**config.mk**
```make
export PLATFORM = sky130hd
export DESIGN_NAME = sprite_animation_sequencer
export DESIGN_NICKNAME = d
export VERILOG_FILES = /design/src/sv/sas_pkg.sv /design/src/sv/sas_front.sv /design/src/sv/sas_queue.sv /design/src/sv/sas_back.sv /design/src/sv/sprite_animation_sequencer.sv
export SDC_FILE = /design/constraint.sdc
export NUM_CORES = 2
export LEC_CHECK = 0
export BUFFER_PORTS_ARGS = -buffer_cell sky130_fd_sc_hd__buf_2
export CAP_MARGIN = 20
export CORE_MARGIN = 5
export CORE_UTILIZATION = 33
export CTS_BUF_LIST = sky130_fd_sc_hd__clkbuf_8 sky130_fd_sc_hd__clkbuf_16
export DETAILED_ROUTE_END_ITERATION = 8
export GPL_TIMING_DRIVEN = 0
export HOLD_SLACK_MARGIN = 0.02
export PLACE_DENSITY_LB_ADDON = 0.2
export SLEW_MARGIN = 25
export SYNTH_ARGS = -nofsm -noshare
export SYNTH_HDL_FRONTEND = slang
export SYNTH_SLANG_ARGS = --single-unit
```
**constraint.sdc**
```tcl
create_clock -name aclk -period 8.1 [get_ports aclk]
set_input_delay 0.81 -clock aclk [delete_from_list [all_inputs] [get_ports aclk]]
set_output_delay 0.81 -clock aclk [all_outputs]
set_load 0.01 [all_outputs]
```
**src/sv/sas_pkg.sv**
```systemverilog
package sas_pkg;

    // default configuration
    localparam int SAS_SLOTS       = 64;
    localparam int SAS_QUEUE_DEPTH = 2;

    // function codes on the input transaction
    localparam logic [1:0] FUNC_TICK  = 2'd0;
    localparam logic [1:0] FUNC_START = 2'd1;
    localparam logic [1:0] FUNC_STOP  = 2'd2;

    // shape codes
    localparam logic [3:0] SHAPE_SQ8    = 4'd0;
    localparam logic [3:0] SHAPE_SQ16   = 4'd1;
    localparam logic [3:0] SHAPE_SQ32   = 4'd2;
    localparam logic [3:0] SHAPE_SQ64   = 4'd3;
    localparam logic [3:0] SHAPE_WD16   = 4'd4;
    localparam logic [3:0] SHAPE_WD32A  = 4'd5;
    localparam logic [3:0] SHAPE_WD32B  = 4'd6;
    localparam logic [3:0] SHAPE_WD64   = 4'd7;
    localparam logic [3:0] SHAPE_TL16   = 4'd8;
    localparam logic [3:0] SHAPE_TL32A  = 4'd9;
    localparam logic [3:0] SHAPE_TL32B  = 4'd10;
    localparam logic [3:0] SHAPE_TL64   = 4'd11;

    // classified command kinds passed from front to back
    typedef enum logic [1:0] {
        OP_TICK  = 2'd0,
        OP_START = 2'd1,
        OP_STOP  = 2'd2
    } op_t;

    typedef struct packed {
        op_t        op;
        logic [5:0] bank;
        logic [3:0] shape;
        logic [3:0] last_frame;
        logic [3:0] speed;
    } cmd_t;

    // one slot entry of the slot memory
    typedef struct packed {
        logic [3:0] counter;
        logic [3:0] period;
        logic [3:0] cur_frame;
        logic [3:0] last_frame;
        logic [3:0] shape;
    } slot_word_t;

    // one frame reload event
    typedef struct packed {
        logic [12:0] word_offset;
        logic [3:0]  shape;
        logic [3:0]  frame;
        logic [5:0]  slot;
    } event_t;

    // frame times frame size in words; all sizes are powers of two
    function automatic logic [12:0] frame_word_offset(input logic [3:0] frame,
                                                      input logic [3:0] shape);
        logic [3:0] sh;
        logic       ok;
        ok = 1'b1;
        sh = 4'd0;
        unique case (shape)
            SHAPE_SQ8:   sh = 4'd3;
            SHAPE_SQ16:  sh = 4'd5;
            SHAPE_SQ32:  sh = 4'd7;
            SHAPE_SQ64:  sh = 4'd9;
            SHAPE_WD16:  sh = 4'd4;
            SHAPE_WD32A: sh = 4'd5;
            SHAPE_WD32B: sh = 4'd6;
            SHAPE_WD64:  sh = 4'd8;
            SHAPE_TL16:  sh = 4'd4;
            SHAPE_TL32A: sh = 4'd5;
            SHAPE_TL32B: sh = 4'd6;
            SHAPE_TL64:  sh = 4'd8;
            default:     ok = 1'b0;
        endcase
        return ok ? (13'(frame) << sh) : 13'd0;
    endfunction

endpackage

```
**src/sv/sas_front.sv**
```systemverilog
module sas_front
    import sas_pkg::*;
#(
    parameter int SLOTS = SAS_SLOTS
) (
    input  logic        s_tvalid,
    input  logic [1:0]  s_func,
    input  logic [5:0]  s_bank,
    input  logic [3:0]  s_shape,
    input  logic [4:0]  s_frame_count,
    input  logic [3:0]  s_speed,
    input  logic        q_full,
    output logic        s_tready,
    output logic        q_push,
    output cmd_t        q_cmd
);

    logic       keep;
    logic [4:0] cnt_m1;

    // accept whenever the queue has room; unused codes are dropped
    assign s_tready = !q_full;

    // last frame is frame_count - 1 mod 16, zero count acts as one
    assign cnt_m1 = s_frame_count - 5'd1;

    // classify the transaction
    always_comb begin
        keep             = 1'b0;
        q_cmd.op         = OP_TICK;
        q_cmd.last_frame = (s_frame_count == 5'd0) ? 4'd0 : cnt_m1[3:0];
        q_cmd.bank       = s_bank;
        q_cmd.shape      = s_shape;
        q_cmd.speed      = s_speed;
        unique case (s_func)
            FUNC_TICK: begin
                keep     = 1'b1;
                q_cmd.op = OP_TICK;
            end
            FUNC_START: begin
                keep     = (32'(s_bank) < SLOTS);
                q_cmd.op = OP_START;
            end
            FUNC_STOP: begin
                keep     = (32'(s_bank) < SLOTS);
                q_cmd.op = OP_STOP;
            end
            default: keep = 1'b0;
        endcase
    end

    assign q_push = s_tvalid && s_tready && keep;

endmodule

```
**src/sv/sas_queue.sv**
```systemverilog
module sas_queue
    import sas_pkg::*;
#(
    parameter int DEPTH = SAS_QUEUE_DEPTH
) (
    input  logic aclk,
    input  logic aresetn,
    input  logic push,
    input  cmd_t push_cmd,
    input  logic pop,
    output logic full,
    output logic head_vld,
    output cmd_t head_cmd
);

    localparam int PTR_W = (DEPTH > 1) ? $clog2(DEPTH) : 1;
    localparam int CNT_W = $clog2(DEPTH + 1);

    cmd_t             entry_reg [DEPTH];
    logic [PTR_W-1:0] wr_ptr_reg, wr_ptr_next;
    logic [PTR_W-1:0] rd_ptr_reg, rd_ptr_next;
    logic [CNT_W-1:0] count_reg, count_next;
    logic             do_push, do_pop;

    assign full     = (count_reg == CNT_W'(DEPTH));
    assign head_vld = (count_reg != '0);
    assign head_cmd = entry_reg[rd_ptr_reg];
    assign do_push  = push && !full;
    assign do_pop   = pop && head_vld;

    // pointer and fill bookkeeping
    always_comb begin
        wr_ptr_next = wr_ptr_reg;
        rd_ptr_next = rd_ptr_reg;
        count_next  = count_reg;
        if (do_push) begin
            wr_ptr_next = (wr_ptr_reg == PTR_W'(DEPTH - 1)) ? '0 : wr_ptr_reg + 1'b1;
        end
        if (do_pop) begin
            rd_ptr_next = (rd_ptr_reg == PTR_W'(DEPTH - 1)) ? '0 : rd_ptr_reg + 1'b1;
        end
        if (do_push && !do_pop) begin
            count_next = count_reg + 1'b1;
        end else if (!do_push && do_pop) begin
            count_next = count_reg - 1'b1;
        end
    end

    always_ff @(posedge aclk) begin
        if (!aresetn) begin
            wr_ptr_reg <= '0;
            rd_ptr_reg <= '0;
            count_reg  <= '0;
        end else begin
            wr_ptr_reg <= wr_ptr_next;
            rd_ptr_reg <= rd_ptr_next;
            count_reg  <= count_next;
        end
    end

    // entry storage
    always_ff @(posedge aclk) begin
        if (do_push) begin
            entry_reg[wr_ptr_reg] <= push_cmd;
        end
    end

endmodule

```
**src/sv/sas_back.sv**
```systemverilog
module sas_back
    import sas_pkg::*;
#(
    parameter int SLOTS = SAS_SLOTS
) (
    input  logic   aclk,
    input  logic   aresetn,
    input  logic   q_vld,
    input  cmd_t   q_cmd,
    output logic   q_pop,
    output logic   out_vld,
    output event_t out_evt,
    output logic   out_last,
    input  logic   out_ready
);

    localparam int IDX_W = (SLOTS > 1) ? $clog2(SLOTS) : 1;

    typedef enum logic [3:0] {
        ST_IDLE  = 4'b0001,
        ST_WALK  = 4'b0010,
        ST_TAIL  = 4'b0100,
        ST_FLUSH = 4'b1000
    } state_t;

    state_t           state_reg, state_next;
    logic [IDX_W-1:0] a_idx_reg, a_idx_next;
    logic             b_vld_reg, b_vld_next;
    logic [IDX_W-1:0] b_idx_reg;
    slot_word_t       rd_data_reg;
    logic [SLOTS-1:0] active_reg, active_next;
    logic             hold_vld_reg, hold_vld_next;
    event_t           hold_reg, hold_next;
    logic             out_vld_reg, out_vld_next;
    event_t           out_evt_reg;
    logic             out_last_reg;

    slot_word_t       mem [SLOTS];
    logic             mem_we;
    logic [IDX_W-1:0] mem_waddr;
    slot_word_t       mem_wdata;
    logic             rd_en;

    logic             out_free, advance, load_out, load_last;
    logic             b_active, b_emit;
    logic [3:0]       b_dec, b_inc, b_frame;
    logic [IDX_W-1:0] cmd_idx;
    event_t           b_evt;

    assign out_vld  = out_vld_reg;
    assign out_evt  = out_evt_reg;
    assign out_last = out_last_reg;

    assign cmd_idx  = IDX_W'(q_cmd.bank);
    assign out_free = !out_vld_reg || out_ready;

    // slot update at stage b
    assign b_active = active_reg[b_idx_reg];
    assign b_dec    = rd_data_reg.counter - 4'd1;
    assign b_emit   = b_vld_reg && b_active && (b_dec == 4'd0);
    assign b_inc    = rd_data_reg.cur_frame + 4'd1;
    assign b_frame  = (b_inc > rd_data_reg.last_frame) ? 4'd0 : b_inc;

    assign b_evt.slot        = 6'(b_idx_reg);
    assign b_evt.frame       = b_frame;
    assign b_evt.shape       = rd_data_reg.shape;
    assign b_evt.word_offset = frame_word_offset(b_frame, rd_data_reg.shape);

    // walk stalls only when a new event finds hold and output both taken
    assign advance = !(b_emit && hold_vld_reg && !out_free);

    // sequencer and event staging
    always_comb begin
        state_next    = state_reg;
        a_idx_next    = a_idx_reg;
        b_vld_next    = b_vld_reg;
        active_next   = active_reg;
        hold_vld_next = hold_vld_reg;
        hold_next     = hold_reg;
        q_pop         = 1'b0;
        rd_en         = 1'b0;
        mem_we        = 1'b0;
        mem_waddr     = b_idx_reg;
        mem_wdata     = rd_data_reg;
        load_out      = 1'b0;
        load_last     = 1'b0;

        unique case (state_reg)
            ST_IDLE: begin
                if (q_vld) begin
                    q_pop = 1'b1;
                    unique case (q_cmd.op)
                        OP_START: begin
                            mem_we                = 1'b1;
                            mem_waddr             = cmd_idx;
                            mem_wdata.counter     = q_cmd.speed;
                            mem_wdata.period      = q_cmd.speed;
                            mem_wdata.cur_frame   = q_cmd.last_frame;
                            mem_wdata.last_frame  = q_cmd.last_frame;
                            mem_wdata.shape       = q_cmd.shape;
                            active_next[cmd_idx]  = 1'b1;
                        end
                        OP_STOP: begin
                            active_next[cmd_idx] = 1'b0;
                        end
                        OP_TICK: begin
                            a_idx_next = '0;
                            state_next = ST_WALK;
                        end
                        default: ;
                    endcase
                end
            end
            ST_WALK: begin
                if (advance) begin
                    rd_en      = 1'b1;
                    b_vld_next = 1'b1;
                    a_idx_next = a_idx_reg + 1'b1;
                    if (a_idx_reg == IDX_W'(SLOTS - 1)) begin
                        state_next = ST_TAIL;
                    end
                end
            end
            ST_TAIL: begin
                if (advance) begin
                    b_vld_next = 1'b0;
                    state_next = ST_FLUSH;
                end
            end
            ST_FLUSH: begin
                if (!hold_vld_reg) begin
                    state_next = ST_IDLE;
                end else if (out_free) begin
                    load_out      = 1'b1;
                    load_last     = 1'b1;
                    hold_vld_next = 1'b0;
                    state_next    = ST_IDLE;
                end
            end
            default: state_next = ST_IDLE;
        endcase

        // write back the processed slot and stage its event
        if (b_vld_reg && advance && b_active) begin
            mem_we              = 1'b1;
            mem_waddr           = b_idx_reg;
            mem_wdata.counter   = b_emit ? rd_data_reg.period : b_dec;
            mem_wdata.cur_frame = b_emit ? b_frame : rd_data_reg.cur_frame;
            if (b_emit) begin
                if (hold_vld_reg) begin
                    load_out = 1'b1;
                end
                hold_next     = b_evt;
                hold_vld_next = 1'b1;
            end
        end

        // output register
        if (load_out) begin
            out_vld_next = 1'b1;
        end else if (out_ready) begin
            out_vld_next = 1'b0;
        end else begin
            out_vld_next = out_vld_reg;
        end
    end

    // control state
    always_ff @(posedge aclk) begin
        if (!aresetn) begin
            state_reg    <= ST_IDLE;
            a_idx_reg    <= '0;
            b_vld_reg    <= 1'b0;
            active_reg   <= '0;
            hold_vld_reg <= 1'b0;
            out_vld_reg  <= 1'b0;
        end else begin
            state_reg    <= state_next;
            a_idx_reg    <= a_idx_next;
            b_vld_reg    <= b_vld_next;
            active_reg   <= active_next;
            hold_vld_reg <= hold_vld_next;
            out_vld_reg  <= out_vld_next;
        end
    end

    // payload registers
    always_ff @(posedge aclk) begin
        hold_reg <= hold_next;
        if (rd_en) begin
            b_idx_reg <= a_idx_reg;
        end
        if (load_out) begin
            out_evt_reg  <= hold_reg;
            out_last_reg <= load_last;
        end
    end

    // slot memory, one write and one registered read port
    always_ff @(posedge aclk) begin
        if (mem_we) begin
            mem[mem_waddr] <= mem_wdata;
        end
        if (rd_en) begin
            rd_data_reg <= mem[a_idx_reg];
        end
    end

endmodule

```
**src/sv/sprite_animation_sequencer.sv**
```systemverilog
// start and stop pass the command queue and take effect when the back end pops them
// tick: one slot per cycle from the slot memory read port while the walk is not
// stalled by the output; the final event of a tick leaves after the walk ends
// ticks do not overlap; start or stop taken one per cycle while no tick is in progress
// reset: synchronous active low, clears active flags, command queue and
// output; slot memory entries keep their contents and are rewritten on start
module sprite_animation_sequencer
    import sas_pkg::*;
#(
    parameter int SLOTS       = SAS_SLOTS,
    parameter int QUEUE_DEPTH = SAS_QUEUE_DEPTH
) (
    input  logic        aclk,
    input  logic        aresetn,
    input  logic        s_tvalid,
    output logic        s_tready,
    input  logic [23:0] s_tdata,  // bank[5:0], shape[9:6], frame_count[14:10], speed[18:15]
    input  logic [1:0]  s_tuser,  // func[1:0]
    output logic        m_tvalid,
    input  logic        m_tready,
    output logic [31:0] m_tdata,  // slot[5:0], frame[9:6], sprite_shape[13:10],
                                  // word_offset[26:14]
    output logic        m_tlast
);

    logic   q_push, q_pop, q_full, q_vld;
    cmd_t   push_cmd, head_cmd;
    event_t out_evt;

    // front: accept and classify
    sas_front #(
        .SLOTS(SLOTS)
    ) u_front (
        .s_tvalid     (s_tvalid),
        .s_func       (s_tuser),
        .s_bank       (s_tdata[5:0]),
        .s_shape      (s_tdata[9:6]),
        .s_frame_count(s_tdata[14:10]),
        .s_speed      (s_tdata[18:15]),
        .q_full       (q_full),
        .s_tready     (s_tready),
        .q_push       (q_push),
        .q_cmd        (push_cmd)
    );

    // command queue between front and back
    sas_queue #(
        .DEPTH(QUEUE_DEPTH)
    ) u_queue (
        .aclk    (aclk),
        .aresetn (aresetn),
        .push    (q_push),
        .push_cmd(push_cmd),
        .pop     (q_pop),
        .full    (q_full),
        .head_vld(q_vld),
        .head_cmd(head_cmd)
    );

    // back: slot table and tick walk
    sas_back #(
        .SLOTS(SLOTS)
    ) u_back (
        .aclk     (aclk),
        .aresetn  (aresetn),
        .q_vld    (q_vld),
        .q_cmd    (head_cmd),
        .q_pop    (q_pop),
        .out_vld  (m_tvalid),
        .out_evt  (out_evt),
        .out_last (m_tlast),
        .out_ready(m_tready)
    );

    assign m_tdata = {5'd0, out_evt.word_offset, out_evt.shape, out_evt.frame, out_evt.slot};

endmodule

```
After elaboration in Yosys (flattened, before gate mapping)
Memories as Yosys holds them, arrays and structs flattened. A register that Yosys moved wholly into a read port is not among the register bits.
Index checks and enable logic that the tools add are counted.
{"block": "op_classes", "add_sub_neg": 8, "n_mul": 0, "div_mod_pow": 0, "order_cmp": 4, "eq_ne": 27, "shift": 1, "mux": 68, "n_bitwise": 3, "n_reduce_logical": 42}
{"cell": "$pmux W64 S2", "n": 1}
{"cell": "$and A64 B64 Y64", "n": 1}
{"cell": "$not A64 Y64", "n": 1}
{"cell": "$or A64 B64 Y64", "n": 1}
{"cell": "$mux W20", "n": 3}
{"cell": "$mux W4", "n": 13}
{"cell": "$mux W6", "n": 7}
{"cell": "$mux W1", "n": 35}
{"cell": "$pmux W4 S7", "n": 1}
{"cell": "$eq A4 B3 Y1 const B", "n": 5}
{"cell": "$eq A4 B4 Y1 const B", "n": 5}
{"cell": "$pmux W4 S4", "n": 1}
{"cell": "$lt A6 B7 Y1 const B", "n": 2}
{"cell": "$logic_and A1 B1 Y1", "n": 13}
{"cell": "$shl A4 B4 Y13", "n": 1}
{"cell": "$eq A4 B2 Y1 const B", "n": 3}
{"cell": "$pmux W6 S2", "n": 1}
{"cell": "$reduce_bool A2 Y1", "n": 6}
{"cell": "$reduce_or A12 Y1", "n": 1}
{"cell": "$eq A4 B1 Y1 const B", "n": 2}
{"cell": "$logic_not A4 Y1", "n": 2}
{"cell": "$ne A2 B2 Y1 const B", "n": 4}
{"cell": "$sub A4 B1 Y4 const B", "n": 2}
{"cell": "$add A6 B1 Y6 const B", "n": 1}
{"cell": "26 further kinds", "n": 41}
{"block": "word_totals", "ff_bits": 142, "latchBits": 0, "mem_bits_rw": 1320, "mem_bits_ro": 0, "in_bits": 30, "output_inout_bits": 35, "elab_cells": 174, "n_memories": 2}
{"memory": "u_back.mem", "words": 64, "width": 20, "read_ports": 1, "rd_ports_with_merged_regs": 1, "wr": 1, "line_no": "sas_back.sv:38", "source": "slot_word_t mem [SLOTS];"}
{"memory": "u_queue.entry_reg", "words": 2, "width": 20, "read_ports": 1, "rd_ports_with_merged_regs": 1, "wr": 1, "line_no": "sas_queue.sv:19", "source": "cmd_t entry_reg [DEPTH];"}

Logic depth before layout (Yosys ltp)
{"block": "logic_depth", "word_depth": 12, "mapped_depth": 12, "mapped_depth_nobuf": 11}

Modules after synthesis
Synthesis repeated with hierarchy kept, for this count alone.
{"block": "hier_totals", "hier_cells": 2754, "hier_area_um2": 58449.8}
{"mod": "sas_back", "instances": 1, "cells_each": 2628, "area_per_inst_um2": 56501.7, "seq_area_each_um2": 42410.7}
{"mod": "sas_queue", "instances": 1, "cells_each": 87, "area_per_inst_um2": 1672.9, "seq_area_each_um2": 1301.2}
{"mod": "sas_front", "instances": 1, "cells_each": 33, "area_per_inst_um2": 234.0, "seq_area_each_um2": 0.0}
{"mod": "sprite_animation_sequencer", "instances": 1, "cells_each": 6, "area_per_inst_um2": 41.3, "seq_area_each_um2": 0.0}

Worst setup path before layout
No wires, ideal clock.
{"block": "synth_timing", "path_type": "reg-to-reg", "start": "register with a tool-made name", "end": "memory u_back.mem[0][12] (netlist name) (data pin)", "setup_time_ns": 0.723, "arrival_time_ns": 5.024, "t_required_ns": 7.377, "slack_ns": 2.352, "path_stages_with_launch": 11, "n_path_buf": 4, "period_less_slack_ns": 5.748, "cell_sequence": "dfxtp_1 > clkbuf_1 > clkbuf_1 > clkbuf_1 > mux2i_1 > inv_1 > ha_1 > and2_1 > clkbuf_1 > nand2_1 > a21boi_0"}
{"element": "end, declared", "line_no": "sas_back.sv:38"}

==> results.cfg <==
[outcome]
outcome = complete, no violations

[synthesis]
ys_seq_elements = 1483
postSynthCellCount = 2762
ys_warn_count = 0
synth-main-ff-cell = edfxtp_1
netlist_area_mm2 = 0.05833
synth_edf_count = 1401
synth.yosys.seq_area_share_pct = 74.94
yosysMostFrequentCell = edfxtp_1
synth_cell_types = 74
synth_top_cells_by_count = 1,401 x edfxtp_1, 420 x mux4_2, 150 x nor2_1
yosysTopAreaCell = edfxtp_1
avgSynthCellArea_um2 = 21.12
async_reset_ff_share_pct = 0
synthTopCellsByArea = edfxtp_1 72%, mux4_2 16%, dfxtp_1 2.8%
synth_top_area_share_pct = 72.13

[pwr]
vdd_drop_max_uv = 210.1
power_density_mw_per_mm2 = 258.3
leakage_nw = 21.79

[clock_network]
htree_num_levels = 4
clk_path_buf_depth = 3
clkTransAtPathRegs_ps = 60
clkLatencyLatePin_ps = 790
cts_sinks = 1483
cts_tree = built
root_buffer = clkbuf_16
cts_buffers = 156
postCtsSetupRepairBufs = 0
ctsResizeCount = 0
cts_hold_buffers = 0

[critical_path]
cp_data_arrival_time_ps = 6230
cp_cell_sequence = clkbuf_1 -> clkbuf_1 -> clkbuf_1 -> mux2i_1 -> ha_1 -> nand2_2 -> a21oi_2 -> a41oi_2 -> buf_4 -> nor3_2 -> buf_4 -> buf_4
critPathKind = flip-flop to flip-flop
crit_path_start_kind = flip-flop
cp_max_fo = 10
crit_path_top_delay_cell = clkbuf_1
cp_slowest_stage_delay_ps = 680
worstPathRequired_ps = 8580
endpoint_kind = flip-flop

[timing]
grt_setup_unrepaired = no
hold_viol = 0
period_needed_ps = 5754
skew_ps = 35.48
maxSlewViolCount = 0
worstMarginPinSlew_ps = 1182
timing.fmax_mhz = 173.8
period_share_pct = 71.03
setup_violations = 0
slew-limit-headroom_pct = 20.85

[floorplanning]
ios = 65
core_mm2 = 0.1759
row_count = 154
die_area_mm2 = 0.1853
dieHeight_um = 430.4
initial_core_util_pct = 33.16
chipWidth_um = 430.4

[finish]
largest_register_ffs = 1280
drive_gt1_share_pct = 30.19
fin_util_pct = 39.13
n_fill_cell = 15520
fin_nets = 3100
syn2layout_area_growth_pct = 18.02
instances_no_fill = 5529

[grt]
grt_pass1_vias = 29480
grt_use_total_pct = 16.69
antenna_found_initial = 11
grt_max_degree = 65
grt_overflow_total = 0
grt_pass1_wl_mm = 222.1

[drt]
drt-total-wl_mm = 156.3
vias = 29010
dr.pass1.iters = 5
drtIter0Drc = 2576
via_per_inst = 5.247
ant_nets = 0
post-route-drc-count = 0
wl_per_cell_um = 28.28

[place]
dp_hpwl_mm = 111.6
dp.cells = 5238
portBuffers = 53
globalplace.congestion = 0.8704

[job]
cap_violations = 0

[hold_path]
hp-class = input port to flip-flop
[area by class of cell]
class | instances | area (um^2) | area share, %
well taps | 2340 | 2928 | 4.253
clock buffers | 161 | 3973 | 5.771
flip-flops and latches | 1483 | 43710 | 63.50
clock inverters | 124 | 1142 | 1.659
diodes | 6 | 15.01 | 0.02181
repair buffers | 129 | 1665 | 2.419
multi-input cells | 1111 | 14610 | 21.22
plain buffers | 143 | 673.1 | 0.9779
inverters | 32 | 120.1 | 0.1745
[through the flow]
stage	hold WS, ps	worst slack [ps]	TNS, ps	power (mW)	cell area, um^2
2_1_floorplan	400.3	2352	0	9.945	58350
3_3_place_gp	407.4	-4009	-1971860	10.68	61550
3_5_place_dp	404.5	2310	0	10.92	63700
4_1_cts	136.7	2299	0	17.99	68810
5_1_grt	162.4	2089	0	18.41	68820
6_report	217.4	2346	0	17.78	68840
[worst max-delay path, delay by kind of cell (launching register included)]
kind                     cells  cell delay (ps)
buffers and inverters        6             2680
AO/OA/AOI/OAI                2              890
AND/OR/NAND/NOR              2              760
multiplexers                 1              440
flip-flops                   1              350
adder cells (fa/ha/maj)      1              290
[per-layer routing]
layer	track usage (%)	wire [um]
met3	2.824	9494
met1	23.32	66820
met2	26.99	75710
met5	0	17
met4	4.973	4300
[layout by cell type, fill, tap and decap left out, types with 19 or more instances in the layout]
cell type,synthesis,routed
nand2_1,132,130
o211a_1,65,65
clkinv_2,0,23
mux4_2,420,420
mux2i_1,52,52
nor3_1,33,19
clkinv_1,1,32
edfxtp_1,1401,1401
buf_4,8,33
clkbuf_1,81,76
clkbuf_16,0,156
buf_2,35,92
a21oi_1,20,20
buf_16,0,35
inv_1,29,62
nor2_1,150,99
dfxtp_1,82,82
nor2_4,0,51
[worst paths after layout]
path                       startpoint                       to  slack [ps]  cells after the start
setup / recovery            flip-flop        u_back.mem[20][5]        2350                     12
setup reg to reg            flip-flop        u_back.mem[20][5]        2350                     12
hold reg to reg   u_back.hold_reg[14]       u_back.out_evt[14]         420                      0
hold / removal            s_tdata[15]  u_queue.entry_reg[0][0]         220                      1
[where the power goes]
part,internal [mW],switching (mW)
clock network,4.04,3.01
registers,8.86,0.0374
logic,0.573,1.27
[kinds of logic (layout without fill, tap and decap cells)]
| family | count (synthesis) | after routing | share of synthesized area, % |
|---|---|---|---|
| XOR/XNOR | 8 | 8 | 0.1201 |
| buffers and inverters | 175 | 589 | 1.339 |
| AO/OA/AOI/OAI | 205 | 205 | 2.958 |
| AND/OR/NAND/NOR | 397 | 397 | 3.078 |
| other | 1 | 14 | 0.006429 |
| flip-flops | 1483 | 1483 | 74.94 |
| adder cells (fa/ha/maj) | 14 | 14 | 0.3003 |
| multiplexers | 479 | 479 | 17.26 |
Note: power is estimated with default switching activity, not from simulation.
